--- src/hdl/imq_pkg.sv ---
// Shared types, codes and defaults for the indexed multi-queue block.
package imq_pkg;

    localparam int NUM_QUEUES_DEF  = 8;
    localparam int QUEUE_DEPTH_DEF = 16;
    localparam int ITEM_BITS_DEF   = 16;

    localparam int ITEM_W   = 16;
    localparam int QNUM_W   = 8;
    localparam int LEN_W    = 5;
    localparam int ACTIVE_W = 4;

    // Depth of the command queue between front and back
    localparam int CMDQ_DEPTH = 2;

    // Bits needed to index n entries (at least one)
    function automatic int idx_bits(input int n);
        return (n > 1) ? $clog2(n) : 1;
    endfunction

    typedef enum logic {
        OP_ENQUEUE = 1'b0,
        OP_DEQUEUE = 1'b1
    } t_op;

    typedef enum logic [2:0] {
        ST_ENQUEUED  = 3'd0,
        ST_DEQUEUED  = 3'd1,
        ST_BAD_QUEUE = 3'd2,
        ST_EMPTY     = 3'd3,
        ST_FULL      = 3'd4
    } t_status;

    typedef struct packed {
        t_op                op;
        logic [QNUM_W-1:0]  queue_number;
        logic [ITEM_W-1:0]  item_id;
    } t_in_item;

    typedef struct packed {
        t_status            status;
        logic [ITEM_W-1:0]  departed_item;
        logic [LEN_W-1:0]   queue_length;
    } t_res_item;

    // Classified operation handed from front to back
    typedef struct packed {
        t_status            status;
        logic [LEN_W-1:0]   queue_length;
        logic [ITEM_W-1:0]  item_id;
    } t_cmd_info;

endpackage

--- src/hdl/imq_front.sv ---
// Front end: accepts operations, checks them against the queue pointers and updates them.
module imq_front #(
    parameter int NUM_QUEUES  = imq_pkg::NUM_QUEUES_DEF,
    parameter int QUEUE_DEPTH = imq_pkg::QUEUE_DEPTH_DEF
) (
    input  logic                              i_clk,
    input  logic                              i_rst_n,
    input  logic                              i_cfg_valid,
    input  logic [imq_pkg::ACTIVE_W-1:0]      i_cfg_data,
    input  logic                              i_in_valid,
    input  imq_pkg::t_in_item                 i_in,
    input  logic                              i_cmd_ready,
    output logic                              o_in_ready,
    output logic                              o_cmd_valid,
    output imq_pkg::t_cmd_info                o_cmd_info,
    output logic [imq_pkg::idx_bits(NUM_QUEUES)-1:0]  o_cmd_queue,
    output logic [imq_pkg::idx_bits(QUEUE_DEPTH)-1:0] o_cmd_slot
);
    localparam int QW = imq_pkg::idx_bits(NUM_QUEUES);
    localparam int SW = imq_pkg::idx_bits(QUEUE_DEPTH);
    localparam int FW = $clog2(QUEUE_DEPTH + 1);

    logic [imq_pkg::ACTIVE_W-1:0] r_active;
    logic [SW-1:0]                r_head [NUM_QUEUES];
    logic [FW-1:0]                r_fill [NUM_QUEUES];

    logic           w_accept;
    logic           w_qn_ok;
    logic [QW-1:0]  w_q;
    logic [SW-1:0]  w_head;
    logic [FW-1:0]  w_fill;
    logic [FW:0]    w_sum;
    logic [SW-1:0]  w_tail;
    logic [SW-1:0]  w_head_next;
    logic           w_push_ok;
    logic           w_pop_ok;

    assign w_accept   = i_in_valid && i_cmd_ready;
    assign o_in_ready = i_cmd_ready;
    assign o_cmd_valid = i_in_valid;

    assign w_qn_ok = (i_in.queue_number != '0)
                  && (i_in.queue_number <= imq_pkg::QNUM_W'(r_active))
                  && (int'(i_in.queue_number) <= NUM_QUEUES);
    assign w_q     = QW'(i_in.queue_number - imq_pkg::QNUM_W'(1));
    assign w_head  = r_head[w_q];
    assign w_fill  = r_fill[w_q];

    // Tail slot is head plus fill, wrapped once
    assign w_sum  = (FW+1)'(w_head) + (FW+1)'(w_fill);
    assign w_tail = (w_sum >= (FW+1)'(QUEUE_DEPTH)) ? SW'(w_sum - (FW+1)'(QUEUE_DEPTH))
                                                    : SW'(w_sum);
    assign w_head_next = (w_head == SW'(QUEUE_DEPTH - 1)) ? '0 : w_head + SW'(1);

    assign w_push_ok = w_qn_ok && (i_in.op == imq_pkg::OP_ENQUEUE)
                    && (w_fill != FW'(QUEUE_DEPTH));
    assign w_pop_ok  = w_qn_ok && (i_in.op == imq_pkg::OP_DEQUEUE) && (w_fill != '0);

    always_comb begin
        o_cmd_info.item_id      = i_in.item_id;
        o_cmd_info.status       = imq_pkg::ST_BAD_QUEUE;
        o_cmd_info.queue_length = '0;
        o_cmd_slot              = w_tail;
        if (w_qn_ok) begin
            case (i_in.op)
                imq_pkg::OP_ENQUEUE: begin
                    if (w_push_ok) begin
                        o_cmd_info.status       = imq_pkg::ST_ENQUEUED;
                        o_cmd_info.queue_length = imq_pkg::LEN_W'(w_fill + FW'(1));
                    end else begin
                        o_cmd_info.status       = imq_pkg::ST_FULL;
                        o_cmd_info.queue_length = imq_pkg::LEN_W'(w_fill);
                    end
                end
                imq_pkg::OP_DEQUEUE: begin
                    o_cmd_slot = w_head;
                    if (w_pop_ok) begin
                        o_cmd_info.status       = imq_pkg::ST_DEQUEUED;
                        o_cmd_info.queue_length = imq_pkg::LEN_W'(w_fill - FW'(1));
                    end else begin
                        o_cmd_info.status       = imq_pkg::ST_EMPTY;
                    end
                end
                default: begin
                    o_cmd_info.status = imq_pkg::ST_BAD_QUEUE;
                end
            endcase
        end
    end

    assign o_cmd_queue = w_q;

    always_ff @(posedge i_clk) begin
        if (!i_rst_n) begin
            r_active <= imq_pkg::ACTIVE_W'(8);
            for (int i = 0; i < NUM_QUEUES; i++) begin
                r_head[i] <= '0;
                r_fill[i] <= '0;
            end
        end else begin
            if (i_cfg_valid) begin
                r_active <= i_cfg_data;
            end
            if (w_accept && w_push_ok) begin
                r_fill[w_q] <= w_fill + FW'(1);
            end
            if (w_accept && w_pop_ok) begin
                r_head[w_q] <= w_head_next;
                r_fill[w_q] <= w_fill - FW'(1);
            end
        end
    end

    a_bad_len_zero: assert property (@(posedge i_clk) disable iff (!i_rst_n)
        (o_cmd_valid && o_cmd_info.status == imq_pkg::ST_BAD_QUEUE)
            |-> (o_cmd_info.queue_length == '0))
        else $error("bad queue number reported with nonzero length");

    a_deq_needs_entry: assert property (@(posedge i_clk) disable iff (!i_rst_n)
        (w_accept && w_pop_ok) |=> (r_fill[$past(w_q)] == $past(w_fill) - FW'(1)))
        else $error("fill count not reduced after dequeue");

    a_enq_needs_room: assert property (@(posedge i_clk) disable iff (!i_rst_n)
        (w_accept && w_push_ok) |-> (w_fill < FW'(QUEUE_DEPTH)))
        else $error("enqueue accepted onto full queue");

endmodule

--- src/hdl/imq_cmd_fifo.sv ---
// Short command queue between the front and back ends.
module imq_cmd_fifo #(
    parameter int WIDTH = 8,
    parameter int DEPTH = imq_pkg::CMDQ_DEPTH
) (
    input  logic             i_clk,
    input  logic             i_rst_n,
    input  logic             i_push_valid,
    input  logic [WIDTH-1:0] i_push_data,
    output logic             o_push_ready,
    output logic             o_pop_valid,
    output logic [WIDTH-1:0] o_pop_data,
    input  logic             i_pop_ready
);
    localparam int PW = imq_pkg::idx_bits(DEPTH);
    localparam int CW = $clog2(DEPTH + 1);

    logic [WIDTH-1:0] r_mem [DEPTH];
    logic [PW-1:0]    r_wr_ptr;
    logic [PW-1:0]    r_rd_ptr;
    logic [CW-1:0]    r_count;

    logic w_push;
    logic w_pop;

    assign o_push_ready = (r_count != CW'(DEPTH));
    assign o_pop_valid  = (r_count != '0);
    assign o_pop_data   = r_mem[r_rd_ptr];
    assign w_push       = i_push_valid && o_push_ready;
    assign w_pop        = o_pop_valid && i_pop_ready;

    always_ff @(posedge i_clk) begin
        if (w_push) begin
            r_mem[r_wr_ptr] <= i_push_data;
        end
    end

    always_ff @(posedge i_clk) begin
        if (!i_rst_n) begin
            r_wr_ptr <= '0;
            r_rd_ptr <= '0;
            r_count  <= '0;
        end else begin
            if (w_push) begin
                r_wr_ptr <= (r_wr_ptr == PW'(DEPTH - 1)) ? '0 : r_wr_ptr + PW'(1);
            end
            if (w_pop) begin
                r_rd_ptr <= (r_rd_ptr == PW'(DEPTH - 1)) ? '0 : r_rd_ptr + PW'(1);
            end
            case ({w_push, w_pop})
                2'b10:   r_count <= r_count + CW'(1);
                2'b01:   r_count <= r_count - CW'(1);
                default: r_count <= r_count;
            endcase
        end
    end

    a_count_bound: assert property (@(posedge i_clk) disable iff (!i_rst_n)
        r_count <= CW'(DEPTH))
        else $error("command queue overfilled");

    a_push_counts: assert property (@(posedge i_clk) disable iff (!i_rst_n)
        (w_push && !w_pop) |=> (r_count == $past(r_count) + CW'(1)))
        else $error("transfer into command queue not counted");

    a_pop_counts: assert property (@(posedge i_clk) disable iff (!i_rst_n)
        (w_pop && !w_push) |=> (r_count == $past(r_count) - CW'(1)))
        else $error("transfer out of command queue not counted");

endmodule

--- src/hdl/imq_back.sv ---
// Back end: carries out item store writes and reads and holds the result register.
module imq_back #(
    parameter int NUM_QUEUES  = imq_pkg::NUM_QUEUES_DEF,
    parameter int QUEUE_DEPTH = imq_pkg::QUEUE_DEPTH_DEF,
    parameter int ITEM_BITS   = imq_pkg::ITEM_BITS_DEF
) (
    input  logic                                      i_clk,
    input  logic                                      i_rst_n,
    input  logic                                      i_cmd_valid,
    input  imq_pkg::t_cmd_info                        i_cmd_info,
    input  logic [imq_pkg::idx_bits(NUM_QUEUES)-1:0]  i_cmd_queue,
    input  logic [imq_pkg::idx_bits(QUEUE_DEPTH)-1:0] i_cmd_slot,
    output logic                                      o_cmd_ready,
    output logic                                      o_res_valid,
    output imq_pkg::t_res_item                        o_res,
    input  logic                                      i_res_ready
);
    localparam int STORE_W = (ITEM_BITS < imq_pkg::ITEM_W) ? ITEM_BITS : imq_pkg::ITEM_W;

    logic [STORE_W-1:0] r_store [NUM_QUEUES][QUEUE_DEPTH];
    logic [STORE_W-1:0] r_rd_data;
    logic               r_out_valid;
    imq_pkg::t_cmd_info r_out_info;

    logic w_take;

    assign o_cmd_ready = !r_out_valid || i_res_ready;
    assign w_take      = i_cmd_valid && o_cmd_ready;

    always_ff @(posedge i_clk) begin
        if (w_take) begin
            if (i_cmd_info.status == imq_pkg::ST_ENQUEUED) begin
                r_store[i_cmd_queue][i_cmd_slot] <= i_cmd_info.item_id[STORE_W-1:0];
            end
            if (i_cmd_info.status == imq_pkg::ST_DEQUEUED) begin
                r_rd_data <= r_store[i_cmd_queue][i_cmd_slot];
            end
            r_out_info <= i_cmd_info;
        end
    end

    always_ff @(posedge i_clk) begin
        if (!i_rst_n) begin
            r_out_valid <= 1'b0;
        end else if (w_take) begin
            r_out_valid <= 1'b1;
        end else if (i_res_ready) begin
            r_out_valid <= 1'b0;
        end
    end

    assign o_res_valid          = r_out_valid;
    assign o_res.status         = r_out_info.status;
    assign o_res.queue_length   = r_out_info.queue_length;
    assign o_res.departed_item  = (r_out_info.status == imq_pkg::ST_DEQUEUED)
                                ? imq_pkg::ITEM_W'(r_rd_data) : '0;

    a_item_only_on_dequeue: assert property (@(posedge i_clk) disable iff (!i_rst_n)
        (o_res_valid && o_res.status != imq_pkg::ST_DEQUEUED) |-> (o_res.departed_item == '0))
        else $error("departed item set on a result other than dequeue");

    a_take_fills_slot: assert property (@(posedge i_clk) disable iff (!i_rst_n)
        w_take |=> r_out_valid)
        else $error("command taken but no result held");

    a_no_take_while_held: assert property (@(posedge i_clk) disable iff (!i_rst_n)
        (r_out_valid && !i_res_ready) |-> !w_take)
        else $error("result overwritten while stalled");

endmodule

--- src/hdl/indexed_multi_queue.sv ---
// Top level of the indexed multi-queue block.
// A bank of NUM_QUEUES FIFO queues of QUEUE_DEPTH items each, addressed by a 1-based queue
// number; every operation (enqueue or dequeue) gives exactly one result with a status and the
// queue's length afterwards. While the result side keeps up, the block sustains one operation
// per clock: the front end checks and updates the per-queue head and fill registers in the
// cycle of the transfer, and the back end makes one item store access per cycle. A result
// passes through the command queue and then the result register before it is presented, and
// waits there while the result side stalls. Either side may stall without stopping the other
// until the two-entry command queue between them and the result register are all occupied,
// after which the input stalls too. The active_queues register must be written through the
// config channel only while idle, which the block does not enforce; its reset value is 8.
module indexed_multi_queue #(
    parameter int NUM_QUEUES  = imq_pkg::NUM_QUEUES_DEF,
    parameter int QUEUE_DEPTH = imq_pkg::QUEUE_DEPTH_DEF,
    parameter int ITEM_BITS   = imq_pkg::ITEM_BITS_DEF
) (
    input  logic                          i_clk,
    input  logic                          i_rst_n,
    input  logic                          i_cfg_valid,
    output logic                          o_cfg_ready,
    input  logic [imq_pkg::ACTIVE_W-1:0]  i_cfg_data,
    input  logic                          i_in_valid,
    output logic                          o_in_ready,
    input  imq_pkg::t_in_item             i_in,
    output logic                          o_res_valid,
    input  logic                          i_res_ready,
    output imq_pkg::t_res_item            o_res
);
    localparam int QW    = imq_pkg::idx_bits(NUM_QUEUES);
    localparam int SW    = imq_pkg::idx_bits(QUEUE_DEPTH);
    localparam int CMD_W = $bits(imq_pkg::t_cmd_info) + QW + SW;

    logic               w_push_valid;
    logic               w_push_ready;
    imq_pkg::t_cmd_info w_push_info;
    logic [QW-1:0]      w_push_queue;
    logic [SW-1:0]      w_push_slot;

    logic               w_pop_valid;
    logic               w_pop_ready;
    logic [CMD_W-1:0]   w_pop_data;
    imq_pkg::t_cmd_info w_pop_info;
    logic [QW-1:0]      w_pop_queue;
    logic [SW-1:0]      w_pop_slot;

    assign o_cfg_ready = 1'b1;

    imq_front #(
        .NUM_QUEUES  (NUM_QUEUES),
        .QUEUE_DEPTH (QUEUE_DEPTH)
    ) u_front (
        .i_clk       (i_clk),
        .i_rst_n     (i_rst_n),
        .i_cfg_valid (i_cfg_valid),
        .i_cfg_data  (i_cfg_data),
        .i_in_valid  (i_in_valid),
        .i_in        (i_in),
        .i_cmd_ready (w_push_ready),
        .o_in_ready  (o_in_ready),
        .o_cmd_valid (w_push_valid),
        .o_cmd_info  (w_push_info),
        .o_cmd_queue (w_push_queue),
        .o_cmd_slot  (w_push_slot)
    );

    imq_cmd_fifo #(
        .WIDTH (CMD_W),
        .DEPTH (imq_pkg::CMDQ_DEPTH)
    ) u_cmd_fifo (
        .i_clk        (i_clk),
        .i_rst_n      (i_rst_n),
        .i_push_valid (w_push_valid),
        .i_push_data  ({w_push_info, w_push_queue, w_push_slot}),
        .o_push_ready (w_push_ready),
        .o_pop_valid  (w_pop_valid),
        .o_pop_data   (w_pop_data),
        .i_pop_ready  (w_pop_ready)
    );

    assign {w_pop_info, w_pop_queue, w_pop_slot} = w_pop_data;

    imq_back #(
        .NUM_QUEUES  (NUM_QUEUES),
        .QUEUE_DEPTH (QUEUE_DEPTH),
        .ITEM_BITS   (ITEM_BITS)
    ) u_back (
        .i_clk       (i_clk),
        .i_rst_n     (i_rst_n),
        .i_cmd_valid (w_pop_valid),
        .i_cmd_info  (w_pop_info),
        .i_cmd_queue (w_pop_queue),
        .i_cmd_slot  (w_pop_slot),
        .o_cmd_ready (w_pop_ready),
        .o_res_valid (o_res_valid),
        .o_res       (o_res),
        .i_res_ready (i_res_ready)
    );

endmodule

--- config.mk ---
export PLATFORM = sky130hd
export DESIGN_NAME = indexed_multi_queue
export DESIGN_NICKNAME = d
export VERILOG_FILES = /design/src/hdl/imq_pkg.sv /design/src/hdl/imq_front.sv /design/src/hdl/imq_cmd_fifo.sv /design/src/hdl/imq_back.sv /design/src/hdl/indexed_multi_queue.sv
export SDC_FILE = /design/constraint.sdc
export NUM_CORES = 2
export LEC_CHECK = 0
export ABC_AREA = 1
export BUFFER_PORTS_ARGS = -buffer_cell sky130_fd_sc_hd__clkbuf_2
export CAP_MARGIN = 20
export CORE_ASPECT_RATIO = 1.1
export CORE_MARGIN = 1.5
export CORE_UTILIZATION = 40
export CTS_CLUSTER_DIAMETER = 80
export DETAILED_ROUTE_END_ITERATION = 10
export RECOVER_POWER = 25
export SYNTH_ARGS = -nofsm -noshare
export SYNTH_HDL_FRONTEND = slang
export SYNTH_SLANG_ARGS = --single-unit
--- constraint.sdc ---
create_clock -name i_clk -period 4 [get_ports i_clk]
set_clock_uncertainty 0.1 [all_clocks]
set_input_delay 0.4 -clock i_clk [delete_from_list [all_inputs] [get_ports i_clk]]
set_output_delay 0.4 -clock i_clk [all_outputs]
set_load 0.01 [all_outputs]
==> Word-level counts from Yosys, hierarchy flattened <==
Memories as Yosys holds them, arrays and structs flattened. A register that Yosys moved wholly into a read port is not among the register bits.
Index checks and enable logic that the tools add are counted.
{ "word_totals": {"elab_cells": 100, "reg_bits": 33, "ramBits": 2182, "output_inout_bits": 27, "input_bits": 34, "memories": 4} }
{ "mem_list": {"columns": ["name", "words", "word_bits", "rd", "rd_ports_with_merged_regs", "write_ports", "line_no", "source"], "rows": [
  ["u_back.r_store", 8, 256, 1, 0, 1, "imq_back.sv:20", "logic [STORE_W-1:0] r_store [NUM_QUEUES][QUEUE_DEPTH];"],
  ["u_cmd_fifo.r_mem", 2, 31, 1, 1, 1, "imq_cmd_fifo.sv:18", "logic [WIDTH-1:0] r_mem [DEPTH];"],
  ["u_front.r_fill", 8, 5, 1, 0, 8, "imq_front.sv:25", "logic [FW-1:0] r_fill [NUM_QUEUES];"],
  ["u_front.r_head", 8, 4, 1, 0, 8, "imq_front.sv:24", "logic [SW-1:0] r_head [NUM_QUEUES];"]
]} }
{ "classes": {"n_lt_le_gt_ge": 5, "n_eq_ne": 7, "reduce_logical": 22, "bitwise_logic": 3, "mux": 41, "addsub": 10} }
{ "op_table": {"columns": ["cell", "n"], "rows": [
  ["$mux W256", 1],
  ["$bmux W16 S4", 1],
  ["$demux W16 S4", 1],
  ["$mux W16", 4],
  ["$mux W4", 5],
  ["$mux W1", 19],
  ["$mux W8", 2],
  ["$pmux W8 S2", 1],
  ["$mux W5", 3],
  ["$logic_and A1 B1 Y1", 11],
  ["$le A8 B4 Y1", 1],
  ["$le A8 B4 Y1 const B", 1],
  ["$reduce_bool A8 Y1", 1],
  ["$add A4 B5 Y6", 1],
  ["$eq A3 B1 Y1 const B", 2],
  ["$ge A6 B5 Y1 const B", 1],
  ["$mux W3", 2],
  ["$reduce_bool A2 Y1", 3],
  ["$add A5 B1 Y5 const B", 1],
  ["$ge A5 B5 Y1 const B", 1],
  ["$lt A5 B1 Y1 const B", 1],
  ["$ne A5 B5 Y1 const B", 1],
  ["$not A4 Y5", 1],
  ["$reduce_bool A5 Y1", 1],
  ["other kinds (21)", 22]
]} }

==> Depth between registers and ports, before layout <==
{ "depth": {"depth_word": 12, "mapped_depth": 19, "mapped_depth_nobuf": 16} }

==> Hierarchy <==
Synthesis repeated with hierarchy kept, for this count alone.
{ "unflattened": {"hier_cells": 9321, "hier_area_um2": 94511.9} }
{ "by_module_without_submodules": {"columns": ["mod", "cells_each", "n_inst", "seq_area_each_um2", "area_per_inst_um2"], "rows": [
  ["imq_back", 8639, 1, 62239.7, 87401.3],
  ["imq_front", 548, 1, 2242.2, 4614.4],
  ["imq_cmd_fifo", 132, 1, 1961.9, 2484.9],
  ["indexed_multi_queue", 2, 1, 0.0, 11.3]
]} }

==> Least setup slack after synthesis <==
OpenSTA, ideal clock, no wires.
{ "synth_timing": {"path_kind": "input port to flip-flop", "from": "input port i_in[16] (netlist name)", "to": "memory u_cmd_fifo.r_mem[0][3] (netlist name) (data pin)", "stages": 16, "arrival_time_ns": 2.925, "n_path_buf": 4, "setup_time_ns": 0.261, "t_required_ns": 3.639, "setup_slack_ns": 0.714, "path_cell_list": "inv_2 > buf_2 > buf_2 > ha_1 > inv_1 > buf_2 > buf_1 > a21oi_1 > o21ai_0 > nand2_1 > ha_1 > a21oi_1 > o21ai_0 > xor2_1 > nand2_1 > xor2_1"} }
{ "synth_via": {"elab_chain_cells": 7} }
{ "synth_rtl": {"columns": ["item", "line_no", "source"], "rows": [
  ["from (decl)", "indexed_multi_queue.sv:24", "input imq_pkg::t_in_item i_in,"],
  ["$sub A3 B1 Y3 (*)", "imq_front.sv:45", "assign w_q = QW'(i_in.queue_number - imq_pkg::QNUM_W'(1));"],
  ["net u_cmd_fifo.i_push_data[4]", "imq_cmd_fifo.sv:9", "input logic [WIDTH-1:0] i_push_data,"],
  ["$mem_v2 Z8 W4 or $mem_v2 Z8 W5 (tied branches)", null, null],
  ["$add A4 B5 Y6", "imq_front.sv:50", "assign w_sum = (FW+1)'(w_head) + (FW+1)'(w_fill);"],
  ["$ge A6 B5 Y1 or $sub A4 B1 Y4 (tied branches)", "imq_front.sv:51", "assign w_tail = (w_sum >= (FW+1)'(QUEUE_DEPTH)) ? SW'(w_sum - (FW+1)'(QUEUE_DEPTH))"],
  ["$mux W4", "imq_front.sv:51", null],
  ["$mux W4", "imq_front.sv:65", "case (i_in.op)"],
  ["$mux W4 (*)", "imq_front.sv:64", "if (w_qn_ok) begin"],
  ["net u_cmd_fifo.i_push_data[3]", "imq_cmd_fifo.sv:9", null],
  ["to (decl)", "imq_cmd_fifo.sv:18", null]
]} }
Mark *: on every way through the listed nets, which the timed path passes. The rest lies on a longest branch.

==> metrics.csv <==
metric;value;unit
status;complete, but fails checks;
failing checks;max-capacitance violations, max-slew violations;
final slew viol count;600;
Hold Crit Class;primary input to flop;
Yosys reg bits;2216;
Fin Hold WS;156;ps
area fraction in compound gates after synthesis;0.00462;
crit-path max FO;64;
Clock transition at path regs;60;ps
Multi-input gate area;25700;µm²
Tcrit/Tclk final;0.952;
DR iter-0 viols;6717;
Synth async-reset ratio;0;
fin crit period;3810;ps
max frequency;263;MHz
crit start category;flop;
RSZ-0062 raised after global routing;no;
arrival time at the worst endpoint;4310;ps
drt pass-1 iters;6;
All-Layer GR Usage;0.215;
largest net degree at the start of global routing;129;
Avg Cell Area, Syn;10.1;µm²
Via Count;64900;
Final Net Count;9586;
drt drc;0;
number of CTS-inserted buffers;219;
PortBufs;59;
DR WL/cell;20.4;µm
share of layout cells above drive strength 1;0.0755;
Post-Synth XOR/XNOR Area;0.000741;
dpl hpwl;154000;µm
final setup fails;0;
number of global-route vias before repair;61800;
Max clock buf depth;3;
H-Tree Depth;4;
Gate Count Post-Synth;9379;
first-pass GRT wire length;391000;µm
max incr delay on CP;1480;ps
clock root buffer;clkbuf_16;
Worst path slowest cell;clkbuf_2;
total wire length;262000;µm
GP Congestion;0.932;
die area;239000;µm²
initial antenna violation count;8;
Post-synth top flop;edfxtp_1;
Synth-to-Final Area Change;13.4;%
CTS Sinks;2216;
Post-synth EDFFs;2206;
CTS tree;yes;
worst endpoint required time;4500;ps
slew margin rel.;-0.680;
Synth cell types;37;
syn_nets;9428;
multiplexer share of the synthesized area;0.000212;
P_leak;44.3;nW
total grt overflow;0;
initial core utilization;0.402;
die extent in y;513;µm
vias per cell;5.05;
core area;235000;µm²
Post-CTS Setup Repair Bufs;0;
Synth area leaders;edfxtp_1 (70%), nand2_1 (23%), buf_2 (1.6%);
Storage cell area;66400;µm²
CP Class;flop to flop;
worst-margin pin slew;2520;ps
Synth Cell Area;94500;µm²
total of warnings raised by yosys;0;
CP Cell Sequence;buf_4, nand2_1, nand2_1, clkbuf_2, buf_4;
Clock Latency Late Sink;880;ps
largest family of logic cells by synthesized area;simple AND/OR/NAND/NOR gates;
number of hold violations in the final report;0;
max-cap violations;10;
TNS Setup;0;ps
area leader, netlist;edfxtp_1;
# rows;187;
Synth top area share;0.701;
Crit. End Element;flop;
Pwr per Cell Area;738;nW/µm²
simple-gate area share of the yosys netlist;0.263;
post-synthesis sequential area ratio;0.703;
fillers;21700;
Worst VDD drop;0.00105;V
DRT antenna net count;0;
adder-cell share of the synthesized area;0.00206;
# IOs;61;
CTS resizes;0;
die width;467;µm
cell families (layout without fill, tap and decap cells):
logic type | count (synthesis) | in the layout
DFF | 2216 | 2216
adders and majority gates | 15 | 15
and+or+nand+nor | 6498 | 6498
muxes | 2 | 2
other | 1 | 5
AOI/OAI and AO/OA | 84 | 84
buffers and inverters | 555 | 901
xor gates and xnor gates | 8 | 8
final timing paths:
path / start / depth (start not counted) / slack [ps] / endpoint
setup / recovery: flop / 5 / 190 / u_back.r_store[5][233]
setup reg to reg: flop / 5 / 190 / u_back.r_store[5][233]
hold reg to reg: u_cmd_fifo.r_rd_ptr / 1 / 400 / flop
hold / removal: i_in[1] / 2 / 160 / u_cmd_fifo.r_mem[1][8]
cells in the mapped netlist, types with 4 or more instances:
master	instances
a21oi_1	45
buf_1	23
buf_2	300
buf_4	7
clkbuf_1	152
dfxtp_1	10
edfxtp_1	2206
ha_1	14
inv_1	63
inv_2	8
nand2_1	5812
nand2_2	11
nand3_1	245
nand3_2	6
nand4_1	4
nor2_1	397
nor3_1	4
nor3_2	4
o21ai_0	29
o21ai_1	4
or2_1	4
xor2_1	5
cell usage in the layout, fill, tap and decap left out, types with 4 or more instances in the layout:
master	synthesis	final
nand2_1	5812	5796
edfxtp_1	2206	2206
nor2_1	397	394
buf_4	7	265
nand3_1	245	241
clkbuf_16	0	220
clkbuf_1	152	75
inv_1	63	63
buf_12	0	54
clkinv_1	0	51
a21oi_1	45	45
clkinv_2	0	43
clkbuf_2	0	40
dlygate4sd3_1	0	34
o21ai_0	29	30
bufinv_16	0	22
nand2_2	11	19
ha_1	14	14
nand3_2	6	10
dfxtp_1	10	10
nand2_4	1	8
inv_2	8	6
clkinvlp_4	0	6
nor2_2	3	5
xor2_1	5	5
nor3_2	4	5
diode_2	0	4
or2_1	4	4
nor2_4	3	4
nand4_1	4	4
inv_16	0	4
clkinv_8	0	4
inv_6	0	4
per-stage QoR:
step,cells,utilization,cell area [µm²],setup WS (ps),power [mW]
2_1_floorplan,9379,-,94500,714,47.0
3_3_place_gp,12400,0.424,99900,350,58.6
3_5_place_dp,12400,0.424,99900,309,59.0
4_1_cts,12800,0.456,107000,401,79.3
5_1_grt,12800,0.455,107000,80.4,83.0
6_report,12800,0.455,107000,193,79.1
metal layers:
layer  share of wire  global-route usage  vias up  routed length [µm]
li1                -                   -    30800                   -
met1            0.42               0.293    31300              110000
met2            0.47               0.349     2321              124000
met3           0.066              0.0285      469               17400
met4           0.040              0.0832        2               10400
met5        0.000061                   0        -                  16
layout make-up:
cell class                      count  area share
Antenna cell                        4   0.0000934
Clock buffer                      271      0.0531
Clock inverter                    138      0.0130
Inverter                           71     0.00263
Multi-Input combinational cell   6608       0.240
Sequential cell                  2216       0.620
Tap cell                         3118      0.0364
Timing Repair Buffer              421      0.0349
report_power, final:
| group | total, mW | switching (mW) | internal, mW | leakage [nW] |
|---|---|---|---|---|
| clock network | 20.4 | 8.88 | 11.5 | 3.45 |
| registers | 29.2 | 0.0997 | 29.1 | 20.1 |
| logic | 29.5 | 22.6 | 6.81 | 20.8 |
| total | 79.1 | 31.6 | 47.5 | 44.3 |
sequential cells by signal, summed over array words and instances (netlist names), named ones only:
register,flops
u_back.r_store,2048
u_cmd_fifo.r_mem,62
u_front.r_fill,40
u_front.r_head,32
u_back.r_rd_data,16
u_back.o_res,8
u_front.r_active,4
u_cmd_fifo.r_count,2
u_back.o_res_valid,1
u_cmd_fifo.r_rd_ptr,1
u_cmd_fifo.r_wr_ptr,1
worst max-delay path: cells and delay by family, from the launching register on:
kind	cells	cell delay, ps
and+or+nand+nor	2	390
DFF	1	500
buffers and inverters	3	2430
timing repair:
item	CTS	global route
endpoints found under the hold margin	50	0
setup endpoints to repair	0	0
hold buffers	34	0
No activity file was read; power rests on OpenSTA's default activity.
